$ cat src/rtl/abfa_pkg.sv
// Shared types, constants and helper functions of the A/B feed arbiter.
// Depends on nothing; every other file of the block but abfa_ram imports it.
`default_nettype none

package abfa_pkg;

	localparam int QUEUE_DEPTH = 16;
	localparam int QPTR_W = $clog2(QUEUE_DEPTH);
	localparam int QCNT_W = $clog2(QUEUE_DEPTH + 1);
	localparam int QSUM_W = QCNT_W + 1;
	localparam int SEQ_W = 32;
	localparam int TIME_W = 48;

	localparam logic [QCNT_W-1:0] FULL_CNT = QCNT_W'(QUEUE_DEPTH);

	localparam logic ACT_PUSH = 1'b0;
	localparam logic ACT_END = 1'b1;
	localparam logic SRC_A = 1'b0;
	localparam logic SRC_B = 1'b1;
	localparam logic STAT_FWD = 1'b0;
	localparam logic STAT_DROP = 1'b1;
	localparam int END_A = 0;
	localparam int END_B = 1;

	typedef logic [1:0] end_flags_t;

	typedef struct packed {
		logic action;
		logic source;
		logic signed [SEQ_W-1:0] sequence_req;
		logic [TIME_W-1:0] receive_time;
	} in_item_t;

	typedef struct packed {
		logic out_source;
		logic signed [SEQ_W-1:0] out_sequence;
		logic [TIME_W-1:0] out_time;
		logic status;
		logic last;
	} out_item_t;

	typedef struct packed {
		logic signed [SEQ_W-1:0] seq;
		logic [TIME_W-1:0] tim;
	} entry_t;

	localparam int ENTRY_W = $bits(entry_t);

	typedef struct packed {
		logic push;
		logic pop;
	} queue_cmd_t;

	// True when the arbitration loop has another packet to send.
	function automatic logic emit_any(logic [QCNT_W-1:0] ca, logic [QCNT_W-1:0] cb,
			end_flags_t flags);
		logic a_has;
		logic b_has;
		a_has = (ca != '0);
		b_has = (cb != '0);
		return (a_has && b_has) || (!a_has && flags[END_A] && b_has) ||
			(!b_has && flags[END_B] && a_has);
	endfunction

	// A session is over once both feeds have ended and both queues are empty.
	function automatic end_flags_t flags_settle(end_flags_t flags, logic [QCNT_W-1:0] ca,
			logic [QCNT_W-1:0] cb);
		if (flags[END_A] && flags[END_B] && (ca == '0) && (cb == '0)) begin
			return '0;
		end
		return flags;
	endfunction

endpackage

`default_nettype wire

$ cat src/rtl/abfa_ifs.sv
// Valid/ready channel interfaces for the feed arbiter's input and result streams.
// Depends on abfa_pkg for the payload types.
`default_nettype none

interface abfa_in_if
	import abfa_pkg::*;
	();
	logic valid;
	logic ready;
	in_item_t item;

	modport source(output valid, output item, input ready);
	modport sink(input valid, input item, output ready);
endinterface

interface abfa_out_if
	import abfa_pkg::*;
	();
	logic valid;
	logic ready;
	out_item_t item;

	modport source(output valid, output item, input ready);
	modport sink(input valid, input item, output ready);
endinterface

`default_nettype wire

$ cat src/rtl/abfa_ram.sv
// Generic single-clock RAM: one write port, one read port, registered read data.
// Depends on nothing.
`default_nettype none

module abfa_ram #(
	parameter int WIDTH = 8,
	parameter int DEPTH = 16
) (
	input wire logic clk,
	input wire logic we,
	input wire logic [$clog2(DEPTH)-1:0] waddr,
	input wire logic [WIDTH-1:0] wdata,
	input wire logic [$clog2(DEPTH)-1:0] raddr,
	output logic [WIDTH-1:0] rdata
);

	logic [WIDTH-1:0] mem [DEPTH];

	always_ff @(posedge clk) begin
		if (we) begin
			mem[waddr] <= wdata;
		end
		rdata <= mem[raddr];
	end

endmodule

`default_nettype wire

$ cat src/rtl/abfa_queue.sv
// One feed's packet queue: head pointer, occupancy count and its storage RAM.
// Depends on abfa_pkg and abfa_ram. The head entry is read every cycle.
`default_nettype none

module abfa_queue
	import abfa_pkg::*;
(
	input wire logic clk,
	input wire logic arst_n,
	input wire queue_cmd_t cmd,
	input wire entry_t wr_entry,
	output logic [QCNT_W-1:0] count,
	output entry_t rd_entry
);

	logic [QPTR_W-1:0] head_q;
	logic [QCNT_W-1:0] count_q;
	logic [QSUM_W-1:0] tail_sum;
	logic [QSUM_W-1:0] tail_wrap;
	logic [QPTR_W-1:0] tail;
	logic [ENTRY_W-1:0] rd_raw;

	always_comb begin
		tail_sum = QSUM_W'(head_q) + QSUM_W'(count_q);
		tail_wrap = (tail_sum >= QSUM_W'(QUEUE_DEPTH)) ?
			(tail_sum - QSUM_W'(QUEUE_DEPTH)) : tail_sum;
		tail = tail_wrap[QPTR_W-1:0];
	end

	always_ff @(posedge clk or negedge arst_n) begin
		if (!arst_n) begin
			head_q <= '0;
			count_q <= '0;
		end else if (cmd.push) begin
			count_q <= count_q + 1'b1;
		end else if (cmd.pop) begin
			count_q <= count_q - 1'b1;
			head_q <= (head_q == QPTR_W'(QUEUE_DEPTH - 1)) ? '0 : head_q + 1'b1;
		end
	end

	abfa_ram #(
		.WIDTH(ENTRY_W),
		.DEPTH(QUEUE_DEPTH)
	) u_ram (
		.clk(clk),
		.we(cmd.push),
		.waddr(tail),
		.wdata(wr_entry),
		.raddr(head_q),
		.rdata(rd_raw)
	);

	assign count = count_q;
	assign rd_entry = entry_t'(rd_raw);

endmodule

`default_nettype wire

$ cat src/rtl/ab_feed_arbiter.sv
// Top level of the A/B feed arbiter: input handling, arbitration sequencer, result register.
// Depends on abfa_pkg, abfa_ifs and abfa_queue.
`default_nettype none

// The arbiter merges two sequenced feeds into one ordered stream. A packet pushed on
// feed_in is stored in its feed's 16-entry queue; an end-of-stream item marks its feed
// ended. After each accepted item the block sends every packet that has become ready on
// merged_out, the final one flagged with last; an item that frees nothing sends nothing.
// A push into a full queue is answered at once by one result with status set and last set.
// Sequence: an item is taken in ST_IDLE, and each packet it releases then passes through
// ST_READ, which reads both queue heads from their registered-read RAMs, and ST_DECIDE,
// which compares, sends and pops once the result register is free.
// A new item is taken only after the previous one's last packet is in the result
// register, while that register is empty or being emptied.

module ab_feed_arbiter
	import abfa_pkg::*;
(
	input wire logic clk,
	input wire logic arst_n,
	abfa_in_if.sink feed_in,
	abfa_out_if.source merged_out
);

	typedef enum logic [2:0] {
		ST_IDLE = 3'b001,
		ST_READ = 3'b010,
		ST_DECIDE = 3'b100
	} state_t;

	state_t state_q;
	state_t state_d;
	end_flags_t flags_q;
	end_flags_t flags_d;
	end_flags_t flags_new;
	out_item_t out_q;
	out_item_t out_d;
	logic out_valid_q;
	logic out_load;
	logic out_free;

	queue_cmd_t a_cmd;
	queue_cmd_t b_cmd;
	logic [QCNT_W-1:0] a_count;
	logic [QCNT_W-1:0] b_count;
	entry_t a_head;
	entry_t b_head;
	entry_t in_entry;

	logic in_acc;
	logic is_push;
	logic src_b;
	logic tgt_full;
	logic [QCNT_W-1:0] ca_n;
	logic [QCNT_W-1:0] cb_n;
	logic pick_b;
	logic pop_a;
	logic pop_b;
	logic more;

	assign out_free = !out_valid_q || merged_out.ready;
	assign feed_in.ready = (state_q == ST_IDLE) && out_free;
	assign merged_out.valid = out_valid_q;
	assign merged_out.item = out_q;

	assign in_entry.seq = feed_in.item.sequence_req;
	assign in_entry.tim = feed_in.item.receive_time;

	// Head selection for the current arbitration round.
	always_comb begin
		pick_b = 1'b0;
		pop_a = 1'b0;
		pop_b = 1'b0;
		if ((a_count != '0) && (b_count != '0)) begin
			if (a_head.seq == b_head.seq) begin
				pick_b = (a_head.tim > b_head.tim);
				pop_a = 1'b1;
				pop_b = 1'b1;
			end else if ($signed(a_head.seq) < $signed(b_head.seq)) begin
				pop_a = 1'b1;
			end else begin
				pick_b = 1'b1;
				pop_b = 1'b1;
			end
		end else if (a_count == '0) begin
			pick_b = 1'b1;
			pop_b = 1'b1;
		end else begin
			pop_a = 1'b1;
		end
	end

	always_comb begin
		in_acc = feed_in.valid && feed_in.ready;
		is_push = (feed_in.item.action == ACT_PUSH);
		src_b = (feed_in.item.source == SRC_B);
		tgt_full = src_b ? (b_count == FULL_CNT) : (a_count == FULL_CNT);

		state_d = state_q;
		flags_d = flags_q;
		flags_new = flags_q;
		out_load = 1'b0;
		out_d = out_q;
		a_cmd = '0;
		b_cmd = '0;
		ca_n = a_count;
		cb_n = b_count;
		more = 1'b0;

		case (state_q)
			ST_IDLE: begin
				if (in_acc) begin
					if (is_push && tgt_full) begin
						out_load = 1'b1;
						out_d.out_source = feed_in.item.source;
						out_d.out_sequence = feed_in.item.sequence_req;
						out_d.out_time = feed_in.item.receive_time;
						out_d.status = STAT_DROP;
						out_d.last = 1'b1;
					end else begin
						if (is_push) begin
							a_cmd.push = !src_b;
							b_cmd.push = src_b;
							ca_n = a_count + QCNT_W'(!src_b);
							cb_n = b_count + QCNT_W'(src_b);
						end else begin
							flags_new[END_A] = flags_q[END_A] || !src_b;
							flags_new[END_B] = flags_q[END_B] || src_b;
						end
						if (emit_any(ca_n, cb_n, flags_new)) begin
							flags_d = flags_new;
							state_d = ST_READ;
						end else begin
							flags_d = flags_settle(flags_new, ca_n, cb_n);
						end
					end
				end
			end
			ST_READ: begin
				state_d = ST_DECIDE;
			end
			ST_DECIDE: begin
				if (out_free) begin
					a_cmd.pop = pop_a;
					b_cmd.pop = pop_b;
					ca_n = a_count - QCNT_W'(pop_a);
					cb_n = b_count - QCNT_W'(pop_b);
					more = emit_any(ca_n, cb_n, flags_q);
					out_load = 1'b1;
					out_d.out_source = pick_b ? SRC_B : SRC_A;
					out_d.out_sequence = pick_b ? b_head.seq : a_head.seq;
					out_d.out_time = pick_b ? b_head.tim : a_head.tim;
					out_d.status = STAT_FWD;
					out_d.last = !more;
					if (more) begin
						state_d = ST_READ;
					end else begin
						state_d = ST_IDLE;
						flags_d = flags_settle(flags_q, ca_n, cb_n);
					end
				end
			end
			default: begin
				state_d = ST_IDLE;
			end
		endcase
	end

	always_ff @(posedge clk or negedge arst_n) begin
		if (!arst_n) begin
			state_q <= ST_IDLE;
			flags_q <= '0;
			out_valid_q <= 1'b0;
		end else begin
			state_q <= state_d;
			flags_q <= flags_d;
			if (out_load) begin
				out_valid_q <= 1'b1;
			end else if (merged_out.ready) begin
				out_valid_q <= 1'b0;
			end
		end
	end

	always_ff @(posedge clk) begin
		if (out_load) begin
			out_q <= out_d;
		end
	end

	abfa_queue u_queue_a (
		.clk(clk),
		.arst_n(arst_n),
		.cmd(a_cmd),
		.wr_entry(in_entry),
		.count(a_count),
		.rd_entry(a_head)
	);

	abfa_queue u_queue_b (
		.clk(clk),
		.arst_n(arst_n),
		.cmd(b_cmd),
		.wr_entry(in_entry),
		.count(b_count),
		.rd_entry(b_head)
	);

endmodule

`default_nettype wire

$ cat src/flat_wrapper.sv
// flat-port wrapper written by rule: the top's interface ports become plain ports
module ab_feed_arbiter_flat import abfa_pkg::*;
  (clk, arst_n, feed_in_valid, feed_in_item, feed_in_ready, merged_out_valid, merged_out_item, merged_out_ready);
  abfa_in_if feed_in_i ();
  abfa_out_if merged_out_i ();
  input wire logic clk;
  input wire logic arst_n;
  input wire logic [$bits(feed_in_i.valid)-1:0] feed_in_valid;
  input wire logic [$bits(feed_in_i.item)-1:0] feed_in_item;
  output wire logic [$bits(feed_in_i.ready)-1:0] feed_in_ready;
  output wire logic [$bits(merged_out_i.valid)-1:0] merged_out_valid;
  output wire logic [$bits(merged_out_i.item)-1:0] merged_out_item;
  input wire logic [$bits(merged_out_i.ready)-1:0] merged_out_ready;
  assign feed_in_i.valid = feed_in_valid;
  assign feed_in_i.item = feed_in_item;
  assign feed_in_ready = feed_in_i.ready;
  assign merged_out_valid = merged_out_i.valid;
  assign merged_out_item = merged_out_i.item;
  assign merged_out_i.ready = merged_out_ready;
  ab_feed_arbiter u_core (.clk(clk), .arst_n(arst_n), .feed_in(feed_in_i), .merged_out(merged_out_i));
endmodule
$ cat config.mk
export PLATFORM = sky130hd
export DESIGN_NAME = ab_feed_arbiter_flat
export DESIGN_NICKNAME = d
export VERILOG_FILES = /design/src/rtl/abfa_pkg.sv /design/src/rtl/abfa_ifs.sv /design/src/rtl/abfa_ram.sv /design/src/rtl/abfa_queue.sv /design/src/rtl/ab_feed_arbiter.sv /design/src/flat_wrapper.sv
export SDC_FILE = /design/constraint.sdc
export NUM_CORES = 2
export LEC_CHECK = 0
export ABC_AREA = 1
export BUFFER_PORTS_ARGS = -buffer_cell sky130_fd_sc_hd__buf_2
export CAP_MARGIN = 20
export CORE_ASPECT_RATIO = 0.9
export CORE_MARGIN = 2
export CORE_UTILIZATION = 24
export CTS_BUF_LIST = sky130_fd_sc_hd__clkbuf_16
export DETAILED_ROUTE_END_ITERATION = 8
export SLEW_MARGIN = 40
export SYNTH_ARGS = -nofsm -noshare
export SYNTH_HDL_FRONTEND = slang
export SYNTH_SLANG_ARGS = --single-unit
$ cat constraint.sdc
create_clock -name clk -period 7.45 [get_ports clk]
set_input_delay 0.3725 -clock clk [delete_from_list [all_inputs] [get_ports clk]]
set_output_delay 0.3725 -clock clk [all_outputs]
set_load 0.01 [all_outputs]
==> metrics <==
status=finished, final reports clean; hold path cells=1; post-synthesis cell type count=41; CTS tree=built; filler cell count=approximately 46k; Synthesis Warnings=0; Post-Synth XOR/XNOR Area=0.00119; DR iter-0 viols=8711; mux share of post-synthesis cell area=0; fin crit period=approximately 4.5 ns; worst slew pin tran=0.920 ns; top cells by area, synth=edfxtp_1, o21ai_0, nand2_1; Yosys reg bits=between 2k and 3k; RD Place Congestion=0.787; simple-gate share of the synthesized area=0.0986; CTS H-Tree Depth=5; Initial Util=0.241; # DRC=0; Layout Nets=8607; drt first pass iters=6; Internal Power=29.9 mW; number of synthesized flops with an enable pin=2643; # clock sinks=2827; Mapped Avg Cell Area=13.2 um^2; Final period util=0.602; Comb power frac=0.296; DIE AREA=464000 um^2; vias in the first global route=65.8k; Worst-path clk slew=0.06 ns; RSZ-0062 raised after global routing=no; synth-to-layout area growth=15.9%; kind of end point of the critical path=flip-flop; Fin Setup TNS=0 ns; die span in y=646 um; Final Slew Violations=0; Synth Area in Adders=0.0121; asr flop ratio synth=0.00849; most frequent cells in the layout=edfxtp_1, o21ai_0, nand2_1, nor2_1, nand3_1; Syn Std Cell Area=110000 um^2; worst skew pair latency=0.86 ns; first-pass GRT wire length=473 mm; Final setup viols=0; sequential fraction of the synthesis area=0.756; Power Density=366 nW/um^2; main combinational cell family by area after synthesis=compound AO/OA/AOI/OAI gates; most common cell after layout, fill and taps aside=edfxtp_1; Switch Pwr=16.7 mW; CORE AREA=456000 um^2; VDD IR max=397 uV; die width=just over 700 um; Max Cap Violations=0; worst reg2reg setup slack=2.97 ns; hold endpoint=u_core.u_queue_b.u_ram.mem[12][43]$_DFFE_PP_; Synth Instances=about 8.4k; CP arrival=5.07 ns; min-delay worst type=primary input to flip-flop; clock share of power=0.295; final hold vios=0; leakage power=between 40 and 50 nW; critical path launch point type=flip-flop; post-detail-place hpwl=176 mm; Wirelength per Cell=22.5 um; post-CTS setup buffer count=0; Core Rows=235; vias per cell=4.78; # IOs=171; Critical Path Fanout Max=47; Synth top area share=0.722; r2r startpoint=u_core.u_queue_b.u_ram.rdata[55]$_DFF_P_; DR vias=70.3k; Most used DFF post-synth=edfxtp_1; clk root buf=clkbuf_16; CTS Buf Count=285; total wire length=331 mm; Worst Hold Margin=0.0391 ns; IO Port Bufs=170; initial antenna violation count=66; R2R Path End=u_core.merged_out.item[16]$_DFFE_PP_; Synth Area in Compound Gates=0.104; GRT overflow=0; worst hold start=feed_in_item[43]; largest net degree at the start of global routing=191; Net Sw Frac=0.358; Clock Skew=approximately 0.054 ns; max frequency=223 MHz; ratio of cells with drive above 1 in the final layout=0.0866; R2R depth=16; Yosys top cell by area=edfxtp_1; post-synth net total=8549; slew margin rel.=0.386; Clock Path Buffers=4; data required time of the worst path=8.04 ns; WS Path Type=flip-flop to flip-flop; sequential cell fraction of total power=0.409; GRT Overall Usage=0.137; DRT antenna net count=0
metal layers:
metal | vias to the layer above | wire (um) | global-route usage | share of wire
met5 | - | 267 | 0 | 0.00081
met1 | 35413 | 137000 | 0.184 | 0.42
met2 | 3129 | 152000 | 0.219 | 0.46
li1 | 31145 | - | - | -
met3 | 606 | 31300 | 0.0334 | 0.095
met4 | 46 | 9550 | 0.0397 | 0.029
worst max-delay path, stage by stage, from the launching register on:
cell and delay (ns):
dfxtp_1 0.31, inv_1 0.05, ha_1 0.29, nand2_1 0.08
nor2_1 0.20, nand4_1 0.19, nor2_1 0.36, nand2_1 0.14
nor2_1 0.35, nand2_1 0.12, inv_2 0.08, nand2_4 0.35
nand3_4 0.64, buf_4 0.71, nand2_1 0.10, nand3_1 0.10
nand2_1 0.08
cells in the mapped netlist (2+ instances only):
master       n
nor3_1       6
o21a_1       5
clkbuf_1   477
o221ai_1   185
nand2_1   1062
inv_1      230
clkinv_1     5
or2_2        2
nor2_2       3
ha_1       100
o211ai_1    38
a21o_1       3
buf_2       35
buf_4        4
xor2_1      11
nor3_2       2
dfrtp_1     23
nand4_1    150
xnor2_1      4
nor4_1       3
edfxtp_1  2643
o22ai_1    297
nand2_2      2
inv_2        6
o21ai_0   1097
fa_1         4
nand3_2      2
dfxtp_1    160
a21oi_1    249
nand3_1    370
a221oi_1    99
buf_1       38
nor2_1    1036
stage by stage:
stage                     total power, mW  setup slack, ns  utilization  instance area (um^2)  std cells
after floorplan                      27.8             1.71            -                110000       8359
after global placement               32.8             2.69        0.258                118000      14133
after detailed placement             33.0             2.99        0.259                118000      14147
after CTS                            46.7             2.95        0.279                127000      14677
after global routing                 48.9             2.70        0.280                127000      14689
final                                46.6             2.97        0.280                127000      14703
layout make-up:
type	count	area, um^2	area share
sequential	2827	83200	0.653
clock inverter	220	1550	0.0122
multi-input combinational	4736	24100	0.189
clock buffer	292	7310	0.0573
inverter	241	970	0.00761
timing repair buffer	326	2750	0.0216
tap	6043	7560	0.0593
antenna	18	45.0	0.000353
how the worst max path moves through the flow:
stage | from | endpoint | slack, ns | cells past startpoint
floorplan | u_core.u_queue_b.head_q[1]$_DFFE_PN0P_ | u_core.u_queue_b.u_ram.mem[4][0]$_DFFE_PP_ | 1.71 | 9
global placement | u_core.u_queue_b.u_ram.rdata[21]$_DFF_P_ | u_core.merged_out.item[19]$_DFFE_PP_ | 2.69 | 15
detailed placement | u_core.u_queue_b.u_ram.rdata[55]$_DFF_P_ | u_core.merged_out.item[14]$_DFFE_PP_ | 2.99 | 16
CTS | u_core.u_queue_b.u_ram.rdata[55]$_DFF_P_ | u_core.merged_out.item[37]$_DFFE_PP_ | 2.95 | 16
global route | u_core.u_queue_b.u_ram.rdata[55]$_DFF_P_ | u_core.merged_out.item[23]$_DFFE_PP_ | 2.70 | 16
finish | u_core.u_queue_b.u_ram.rdata[55]$_DFF_P_ | u_core.merged_out.item[16]$_DFFE_PP_ | 2.97 | 16
state kept, by name, indices dropped and copies added, names as in the netlist:
register / count
u_core.u_queue_a.count: 5
u_core.u_queue_a.u_ram.mem: 1280
u_core.state_q: 3
u_core.merged_out.valid: 1
u_core.u_queue_b.u_ram.mem: 1280
u_core.u_queue_a.head_q: 4
u_core.u_queue_b.count: 5
u_core.u_queue_b.u_ram.rdata: 80
u_core.flags_q: 2
u_core.u_queue_b.head_q: 4
u_core.merged_out.item: 83
u_core.u_queue_a.u_ram.rdata: 80
power groups by stage:
stage	registers [mW]	clock network, mW	logic [mW]
floorplan	19.0	0	8.87
global placement	19.5	0	13.3
detailed placement	19.5	0	13.5
CTS	19.1	14.0	13.6
global route	19.1	14.5	15.2
finish	19.1	13.8	13.8
repair_timing:
action	4_1_cts	5_1_grt
hold endpoints to repair	263	0
resized for setup	0	0
hold buffers	18	0
setup endpoints to repair	0	0
logic make-up (layout without fill, tap and decap cells):
| logic type | after synthesis | after routing |
|---|---|---|
| DFF | 2827 | 2827 |
| and+or+nand+nor | 2642 | 2642 |
| AOI/OAI and AO/OA | 1975 | 1975 |
| buffers and inverters | 796 | 1079 |
| adders and majority gates | 104 | 104 |
| xor gates and xnor gates | 15 | 15 |
| other | 0 | 18 |
(Power assumes the default switching activity.)
